## config.mk

```make
export PLATFORM = sky130hd
export DESIGN_NAME = rectangle_geometry_unit_top
export DESIGN_NICKNAME = d
export VERILOG_FILES = /design/src/design/rgu_pkg.sv /design/src/design/rgu_front.sv /design/src/design/rgu_queue.sv /design/src/design/rgu_back.sv /design/src/design/rectangle_geometry_unit_top.sv
export SDC_FILE = /design/constraint.sdc
export NUM_CORES = 1
export LEC_CHECK = 0
export ABC_AREA = 1
export BUFFER_PORTS_ARGS = -buffer_cell sky130_fd_sc_hd__buf_2
export CAP_MARGIN = 25
export CORE_MARGIN = 2
export CORE_UTILIZATION = 40
export CTS_CLUSTER_DIAMETER = 200
export DETAILED_ROUTE_END_ITERATION = 7
export MAX_ROUTING_LAYER = met4
export PLACE_DENSITY = 0.53
export SYNTH_ARGS = -nofsm -noshare
export SYNTH_HDL_FRONTEND = slang
export SYNTH_SLANG_ARGS = --single-unit
```

## constraint.sdc

```tcl
create_clock -name clk -period 7.65 [get_ports clk]
set_input_delay 1.53 -clock clk [delete_from_list [all_inputs] [get_ports clk]]
set_output_delay 1.53 -clock clk [all_outputs]
set_load 0.02 [all_outputs]
```

## src/design/rgu_pkg.sv

```systemverilog
// ----------------------------------------------------------------------------
// Rectangle geometry unit package
// Operation codes and shared constants of the rectangle geometry unit.
// ----------------------------------------------------------------------------
package rgu_pkg;

  localparam int DEFAULT_COORD_BITS = 15;
  localparam int FUNC_WIDTH         = 3;
  localparam int NUM_PIECES         = 4;
  localparam int QUEUE_DEPTH        = 4;

  localparam logic [FUNC_WIDTH-1:0] FUNC_ENCLOSE   = 3'd0;
  localparam logic [FUNC_WIDTH-1:0] FUNC_SURROUND  = 3'd1;
  localparam logic [FUNC_WIDTH-1:0] FUNC_OVERLAP   = 3'd2;
  localparam logic [FUNC_WIDTH-1:0] FUNC_INTERSECT = 3'd3;
  localparam logic [FUNC_WIDTH-1:0] FUNC_UNION     = 3'd4;
  localparam logic [FUNC_WIDTH-1:0] FUNC_CUT       = 3'd5;

  localparam int PIECE_LEFT   = 0;
  localparam int PIECE_TOP    = 1;
  localparam int PIECE_RIGHT  = 2;
  localparam int PIECE_BOTTOM = 3;

endpackage

```

## src/design/rgu_front.sv

```systemverilog
// ----------------------------------------------------------------------------
// Rectangle geometry unit front end
// Accepts input beats, forms the edges, and classifies each operation into a
// job: a single box with its flags, or a set of cut pieces to be emitted.
// ----------------------------------------------------------------------------
module rgu_front #(
  parameter int COORD_BITS = rgu_pkg::DEFAULT_COORD_BITS,
  localparam int JOB_WIDTH = 3 + rgu_pkg::NUM_PIECES + 8 * (COORD_BITS + 1)
) (
  input  logic                           clk,
  input  logic                           rst,
  input  logic                           push,
  output logic                           full,
  input  logic [rgu_pkg::FUNC_WIDTH-1:0] func,
  input  logic [COORD_BITS-1:0]          a_left,
  input  logic [COORD_BITS-1:0]          a_top,
  input  logic [COORD_BITS-1:0]          a_width,
  input  logic [COORD_BITS-1:0]          a_height,
  input  logic [COORD_BITS-1:0]          b_left,
  input  logic [COORD_BITS-1:0]          b_top,
  input  logic [COORD_BITS-1:0]          b_width,
  input  logic [COORD_BITS-1:0]          b_height,
  output logic                           job_valid,
  input  logic                           job_ready,
  output logic [JOB_WIDTH-1:0]           job
);
  import rgu_pkg::*;

  localparam int EW = COORD_BITS + 1;

  logic                  f_valid;
  logic [FUNC_WIDTH-1:0] f_func;
  logic [EW-1:0]         f_al, f_at, f_ar, f_ab, f_bl, f_bt, f_br, f_bb;
  logic                  load;

  logic [EW-1:0]         mxl, mxt, mnr, mnb;
  logic                  ovl;
  logic [NUM_PIECES-1:0] mask;
  logic                  single, ans, no_piece;
  logic [EW-1:0]         xl, xt, xr, xb;
  logic [NUM_PIECES-1:0] job_mask;

  assign load      = push && !full;
  assign full      = f_valid && !job_ready;
  assign job_valid = f_valid;

  always_ff @(posedge clk) begin
    if (rst) begin
      f_valid <= 1'b0;
    end else if (load) begin
      f_valid <= 1'b1;
    end else if (job_ready) begin
      f_valid <= 1'b0;
    end
  end

  always_ff @(posedge clk) begin
    if (load) begin
      f_func <= func;
      f_al   <= {1'b0, a_left};
      f_at   <= {1'b0, a_top};
      f_ar   <= {1'b0, a_left} + {1'b0, a_width};
      f_ab   <= {1'b0, a_top} + {1'b0, a_height};
      f_bl   <= {1'b0, b_left};
      f_bt   <= {1'b0, b_top};
      f_br   <= {1'b0, b_left} + {1'b0, b_width};
      f_bb   <= {1'b0, b_top} + {1'b0, b_height};
    end
  end

  assign mxl = (f_al > f_bl) ? f_al : f_bl;
  assign mxt = (f_at > f_bt) ? f_at : f_bt;
  assign mnr = (f_ar < f_br) ? f_ar : f_br;
  assign mnb = (f_ab < f_bb) ? f_ab : f_bb;
  assign ovl = (mxl < mnr) && (mxt < mnb);

  assign mask[PIECE_LEFT]   = (f_al < f_bl) && (f_at < f_ab);
  assign mask[PIECE_TOP]    = (mxl < mnr) && (f_at < f_bt);
  assign mask[PIECE_RIGHT]  = (f_br < f_ar) && (f_at < f_ab) && !f_br[EW-1];
  assign mask[PIECE_BOTTOM] = (mxl < mnr) && (f_bb < f_ab) && !f_bb[EW-1];

  always_comb begin
    single   = 1'b1;
    ans      = 1'b0;
    no_piece = 1'b0;
    job_mask = '0;
    xl       = '0;
    xt       = '0;
    xr       = '0;
    xb       = '0;
    unique case (f_func)
      FUNC_ENCLOSE: begin
        ans = (f_al <= f_bl) && (f_at <= f_bt) && (f_ar >= f_br) && (f_ab >= f_bb);
      end
      FUNC_SURROUND: begin
        ans = (f_al < f_bl) && (f_at < f_bt) && (f_ar > f_br) && (f_ab > f_bb);
      end
      FUNC_OVERLAP: begin
        ans = ovl;
      end
      FUNC_INTERSECT: begin
        xl = mxl;
        xt = mxt;
        xr = ovl ? mnr : mxl;
        xb = ovl ? mnb : mxt;
      end
      FUNC_UNION: begin
        xl = (f_al < f_bl) ? f_al : f_bl;
        xt = (f_at < f_bt) ? f_at : f_bt;
        xr = (f_ar > f_br) ? f_ar : f_br;
        xb = (f_ab > f_bb) ? f_ab : f_bb;
      end
      FUNC_CUT: begin
        if (!ovl) begin
          xl = f_al;
          xt = f_at;
          xr = f_ar;
          xb = f_ab;
        end else if (mask == '0) begin
          no_piece = 1'b1;
        end else begin
          single   = 1'b0;
          job_mask = mask;
          xl       = f_al;
          xt       = f_at;
          xr       = f_ar;
          xb       = f_ab;
        end
      end
      default: begin
      end
    endcase
  end

  assign job = {single, ans, no_piece, job_mask, xl, xt, xr, xb, f_bl, f_bt, f_br, f_bb};

endmodule

```

## src/design/rgu_queue.sv

```systemverilog
// ----------------------------------------------------------------------------
// Rectangle geometry unit job queue
// Small first-in first-out store that decouples the front end from the back
// end.
// ----------------------------------------------------------------------------
module rgu_queue #(
  parameter int WIDTH = 8,
  parameter int DEPTH = rgu_pkg::QUEUE_DEPTH
) (
  input  logic             clk,
  input  logic             rst,
  input  logic             wr_valid,
  output logic             wr_ready,
  input  logic [WIDTH-1:0] wr_data,
  output logic             rd_valid,
  input  logic             rd_pop,
  output logic [WIDTH-1:0] rd_data
);
  localparam int PW = (DEPTH > 1) ? $clog2(DEPTH) : 1;
  localparam int CW = $clog2(DEPTH + 1);

  logic [WIDTH-1:0] store [DEPTH];
  logic [PW-1:0]    wr_ptr, rd_ptr;
  logic [CW-1:0]    count;
  logic             do_wr, do_rd;

  assign wr_ready = (count != CW'(DEPTH));
  assign rd_valid = (count != '0);
  assign do_wr    = wr_valid && wr_ready;
  assign do_rd    = rd_pop && rd_valid;
  assign rd_data  = store[rd_ptr];

  always_ff @(posedge clk) begin
    if (rst) begin
      wr_ptr <= '0;
      rd_ptr <= '0;
      count  <= '0;
    end else begin
      if (do_wr) begin
        wr_ptr <= (wr_ptr == PW'(DEPTH - 1)) ? '0 : wr_ptr + 1'b1;
      end
      if (do_rd) begin
        rd_ptr <= (rd_ptr == PW'(DEPTH - 1)) ? '0 : rd_ptr + 1'b1;
      end
      if (do_wr && !do_rd) begin
        count <= count + 1'b1;
      end else if (do_rd && !do_wr) begin
        count <= count - 1'b1;
      end
    end
  end

  always_ff @(posedge clk) begin
    if (do_wr) begin
      store[wr_ptr] <= wr_data;
    end
  end

endmodule

```

## src/design/rgu_back.sv

```systemverilog
// ----------------------------------------------------------------------------
// Rectangle geometry unit back end
// Takes jobs from the queue and emits their results, one cut piece per cycle
// while the output register is empty or being popped, through that register.
// ----------------------------------------------------------------------------
module rgu_back #(
  parameter int COORD_BITS = rgu_pkg::DEFAULT_COORD_BITS,
  localparam int JOB_WIDTH = 3 + rgu_pkg::NUM_PIECES + 8 * (COORD_BITS + 1)
) (
  input  logic                  clk,
  input  logic                  rst,
  input  logic                  job_valid,
  output logic                  job_pop,
  input  logic [JOB_WIDTH-1:0]  job,
  output logic                  empty,
  input  logic                  pop,
  output logic                  answer,
  output logic [COORD_BITS-1:0] out_left,
  output logic [COORD_BITS-1:0] out_top,
  output logic [COORD_BITS:0]   out_width,
  output logic [COORD_BITS:0]   out_height,
  output logic                  no_piece,
  output logic                  last
);
  import rgu_pkg::*;

  localparam int EW = COORD_BITS + 1;

  logic                  single, ans, np;
  logic [NUM_PIECES-1:0] mask, done, rem, sel;
  logic [EW-1:0]         al, at, ar, ab, bl, bt, br, bb;
  logic [EW-1:0]         mxl, mnr, pl, pt, pr, pb;
  logic                  last_piece, fin, adv, o_valid;

  assign {single, ans, np, mask, al, at, ar, ab, bl, bt, br, bb} = job;

  assign rem        = mask & ~done;
  assign sel        = rem & (~rem + 1'b1);
  assign last_piece = ((rem & ~sel) == '0);
  assign fin        = single || last_piece;
  assign adv        = job_valid && (!o_valid || pop);
  assign job_pop    = adv && fin;
  assign empty      = !o_valid;

  assign mxl = (al > bl) ? al : bl;
  assign mnr = (ar < br) ? ar : br;

  always_comb begin
    pl = al;
    pt = at;
    pr = ar;
    pb = ab;
    if (!single) begin
      priority if (sel[PIECE_LEFT]) begin
        pr = bl;
      end else if (sel[PIECE_TOP]) begin
        pl = mxl;
        pr = mnr;
        pb = bt;
      end else if (sel[PIECE_RIGHT]) begin
        pl = br;
      end else begin
        pl = mxl;
        pt = bb;
        pr = mnr;
      end
    end
  end

  always_ff @(posedge clk) begin
    if (rst) begin
      o_valid <= 1'b0;
      done    <= '0;
    end else begin
      if (adv) begin
        o_valid <= 1'b1;
        done    <= fin ? '0 : (done | sel);
      end else if (pop) begin
        o_valid <= 1'b0;
      end
    end
  end

  always_ff @(posedge clk) begin
    if (adv) begin
      answer     <= ans;
      out_left   <= pl[COORD_BITS-1:0];
      out_top    <= pt[COORD_BITS-1:0];
      out_width  <= pr - pl;
      out_height <= pb - pt;
      no_piece   <= np;
      last       <= fin;
    end
  end

endmodule

```

## src/design/rectangle_geometry_unit_top.sv

```systemverilog
// ----------------------------------------------------------------------------
// Rectangle geometry unit
// Throughput: one input beat per cycle for single-result operations while
// the queue has room and the output is popped; a cut emits one piece (one to
// four) per cycle, paced by the back end's single output register. Reset
// clears the valid flags and queue pointers.
// ----------------------------------------------------------------------------
module rectangle_geometry_unit_top #(
  parameter int COORD_BITS = rgu_pkg::DEFAULT_COORD_BITS
) (
  input  logic                           clk,
  input  logic                           rst,
  input  logic                           push,
  output logic                           full,
  input  logic [rgu_pkg::FUNC_WIDTH-1:0] func,
  input  logic [COORD_BITS-1:0]          a_left,
  input  logic [COORD_BITS-1:0]          a_top,
  input  logic [COORD_BITS-1:0]          a_width,
  input  logic [COORD_BITS-1:0]          a_height,
  input  logic [COORD_BITS-1:0]          b_left,
  input  logic [COORD_BITS-1:0]          b_top,
  input  logic [COORD_BITS-1:0]          b_width,
  input  logic [COORD_BITS-1:0]          b_height,
  output logic                           empty,
  input  logic                           pop,
  output logic                           answer,
  output logic [COORD_BITS-1:0]          out_left,
  output logic [COORD_BITS-1:0]          out_top,
  output logic [COORD_BITS:0]            out_width,
  output logic [COORD_BITS:0]            out_height,
  output logic                           no_piece,
  output logic                           last
);
  import rgu_pkg::*;

  localparam int JOB_WIDTH = 3 + NUM_PIECES + 8 * (COORD_BITS + 1);

  logic                 fq_valid, fq_ready, qb_valid, qb_pop;
  logic [JOB_WIDTH-1:0] fq_job, qb_job;

  rgu_front #(.COORD_BITS(COORD_BITS)) u_front (
    .clk       (clk),
    .rst       (rst),
    .push      (push),
    .full      (full),
    .func      (func),
    .a_left    (a_left),
    .a_top     (a_top),
    .a_width   (a_width),
    .a_height  (a_height),
    .b_left    (b_left),
    .b_top     (b_top),
    .b_width   (b_width),
    .b_height  (b_height),
    .job_valid (fq_valid),
    .job_ready (fq_ready),
    .job       (fq_job)
  );

  rgu_queue #(.WIDTH(JOB_WIDTH), .DEPTH(QUEUE_DEPTH)) u_queue (
    .clk      (clk),
    .rst      (rst),
    .wr_valid (fq_valid),
    .wr_ready (fq_ready),
    .wr_data  (fq_job),
    .rd_valid (qb_valid),
    .rd_pop   (qb_pop),
    .rd_data  (qb_job)
  );

  rgu_back #(.COORD_BITS(COORD_BITS)) u_back (
    .clk        (clk),
    .rst        (rst),
    .job_valid  (qb_valid),
    .job_pop    (qb_pop),
    .job        (qb_job),
    .empty      (empty),
    .pop        (pop),
    .answer     (answer),
    .out_left   (out_left),
    .out_top    (out_top),
    .out_width  (out_width),
    .out_height (out_height),
    .no_piece   (no_piece),
    .last       (last)
  );

  a_no_piece_last: assert property (@(posedge clk) disable iff (rst)
    !empty && no_piece |-> last)
    else $error("empty cut result is not the last beat");

  a_answer_no_box: assert property (@(posedge clk) disable iff (rst)
    !empty && answer |-> out_width == '0 && out_height == '0 && !no_piece)
    else $error("test result carries a box");

  a_inner_piece: assert property (@(posedge clk) disable iff (rst)
    !empty && !last |-> !answer && !no_piece && out_width != '0 && out_height != '0)
    else $error("non-final beat is not a cut piece");

  a_pop_needs_job: assert property (@(posedge clk) disable iff (rst)
    qb_pop |-> qb_valid)
    else $error("back end took a job from an empty queue");

endmodule
```

==> out/qor.txt <==
initial drt markers: 2746
share of synthesized registers carrying an async set or reset: 0%
netlist area before placement: 37400 um^2
Tightest Pin Transition: 1040 ps
post-CTS sizing: 0
post-synthesis cell count: 3643
via count: 26.9k
RSZ-0062 raised after global routing: no
TritonCTS clock tree: done
CTS Hold Bufs: 0
Synth top area share: 57.6%
nets@finish: 4167
relative slew slack: 30.6%
clk sink count: 731
Post CTS Setup Buffer Count: 0
status: complete, no violations
Clk Latency, worst-skew pair: 650 ps
first-pass GRT wire length: 156000 um
number of warnings issued by yosys: 0
met3 WL: 7470 um
Placed Instances: 4974
Max VDD drop: 0.000186 V
Die Wd: 310 um
Worst EP arrival: 6500 ps
synth unique cells: 53
per-cell routed wire length: 20.3 um
full die area: 95900 um^2
Top FF cell, synth: edfxtp_1
CTS root buf: clkbuf_16
Final Cycle Share: 80.0%
final slew viol count: 0
Synthesized Nets: 4007
share of post-route cells with drive strength above 1: 9.83%
H-tree depth: 3
Pwr per Cell Area: 375 nW/um^2
Die H: 310 um
achievable frequency: 0.163 GHz
Req. time, crit path: 8030 ps
P_leak: 16.9 nW
HPWL Detailed: 71900 um
vias in the first global route: 25.1k
number of synthesized register bits: 731
CP max FO: 137
Port Buf Inserts: 193
Placeable Area: 92900 um^2
DRT Pass-1 Iters: 5
Rows: 112
TNS Setup: 0 ps
Metal-1 WL: 51000 um
GR Util All Layers: 22.5%
largest net degree at the start of global routing: 138
grt ovf: 0
Layout area overhead: 13.1%
TritonCTS Buffers: 81
hold_ws: 491 ps
DRC: 0
hold crit path type: reg2reg
cell taking the most area after synthesis: edfxtp_1
Reg2Reg Depth: 26
Final setup viols: 0
Final ANT Viol Nets: 0
Worst setup SP type: flop
EDFF count, synth: 716
Worst-path clk slew: 60 ps
Via density: 5.24
RD Place Congestion: 0.881
Reg2Reg Setup Slack: 1530 ps
Max Clock Skew: 28.5 ps
Syn Area/Cell: 10.3 um^2
initial antenna violation count: 10
Final min period: 6120 ps
Setup Crit Path Kind: reg2reg
met2 WL: 43500 um
final hold violation count: 0
Top Layer Used: met4
Hold Path Cell Cnt: 2
initial core utilization: 40.2%
Ports: 194
post-synthesis sequential area ratio: 58.4%
Longest Clk Path Bufs: 3
final WL: 104000 um
fin cells: 5133
Max-Cap Viols: 0
largest cells by area after synthesis: edfxtp_1 58%, ha_1 7.7%, nand2_1 6.3%
Worst setup EP type: flop
-- where the power goes --
group	switching (mW)	total [mW]	internal [mW]
Sequential	0.271	5.56	5.28
Combinational	4.55	6.63	2.08
Clock	1.58	3.69	2.11
Total	6.40	15.9	9.47
-- flip-flops by register name, indices dropped and copies added, names as in the netlist, 4 cells and up, named ones only --
name               flops
u_front.f_br          16
u_front.f_at          15
u_back.out_left       15
u_queue.store        524
u_back.done            4
u_front.f_ar          16
u_back.out_height     16
u_front.f_ab          16
u_front.f_al          15
u_back.out_top        15
u_back.out_width      16
u_front.f_bl          15
u_front.f_bt          15
u_front.f_bb          16
-- worst paths after layout --
check,from,endpoint
worst min register to register,u_back.done[1],u_back.done[1]
worst max-delay path,flop,u_back.out_width[13]
worst max register to register,flop,u_back.out_width[13]
worst min-delay path,u_back.done[1],u_back.done[1]
-- kinds of logic after synthesis --
kind of cell | after synthesis | share of synthesized area, %
simple gates | 1159 | 12.5
flops | 731 | 58.4
compound gates | 898 | 13.6
xor+xnor | 80 | 1.88
fa+ha+maj | 237 | 8.08
buf+inv | 538 | 5.57
-- area by class of cell --
class | count | area, um^2
clock inverters | 41 | 352
fillers | 8687 | 50600
well taps | 1254 | 1570
clock buffers | 106 | 2130
inverters | 377 | 1430
diodes | 12 | 30.0
repair buffers | 238 | 1410
multi-input cells | 2374 | 13500
flip-flops and latches | 731 | 21800
-- cells in the mapped netlist (all sizes together) (8+ instances only) --
| master | number |
|---|---|
| o211ai | 32 |
| inv | 376 |
| a32oi | 14 |
| clkbuf | 134 |
| edfxtp | 716 |
| buf | 27 |
| o21ai | 416 |
| a32o | 21 |
| o22ai | 60 |
| nor2 | 342 |
| ha | 230 |
| a211oi | 10 |
| nand3 | 145 |
| nand2 | 635 |
| o21bai | 8 |
| xor2 | 66 |
| a31oi | 13 |
| a21oi | 268 |
| nand4 | 16 |
| o221ai | 27 |
| dfxtp | 15 |
| xnor2 | 14 |
| nor3 | 13 |
-- layout by cell type, fill, tap and decap left out, types with 32 or more instances in the layout --
cell       instances
nand3_1          145
o211ai_1          32
buf_2            193
nor2_1           329
o22ai_1           60
clkbuf_16         81
ha_1             230
buf_4             36
xor2_1            66
o21ai_0          413
inv_1            370
edfxtp_1         716
nand2_1          630
a21oi_1          265
-- critical path: stages, from the launching register on --
cell and delay (ps):
dfxtp_4 380, buf_12 400, buf_4 700, nor2_1 110, nor2_1 100, o21ai_0 90, a21oi_1 270, inv_1 80
nor2_2 100, buf_4 320, inv_1 80, buf_4 210, nand2_1 420, nand2_1 80, o21ai_0 80, o21ai_0 100
a21oi_1 280, ha_1 330, nand2_1 90, nor2_1 40, a211oi_1 350, o221ai_1 270, a21oi_1 180, o21ai_0 120
a21boi_0 280, o21ai_0 140, xor2_1 160
-- layer usage --
| metal | track usage, % | vias to the layer above |
|---|---|---|
| met3 | 3.85 | 124 |
| met5 | - | - |
| met4 | 6.28 | 0 |
| met1 | 33.5 | 12800 |
| li1 | - | 13200 |
| met2 | 31.3 | 788 |
-- through the flow --
step	util (%)	total power, mW	instance area, um^2	setup slack (ps)
final	45.5	15.9	42300	1530
after global routing	45.5	17.0	42300	752
after CTS	45.5	16.0	42200	1450
after detailed placement	42.8	12.3	39800	1490
after global placement	42.7	12.3	39700	1540
after floorplan	-	10.1	37400	907
(Power assumes the default switching activity.)
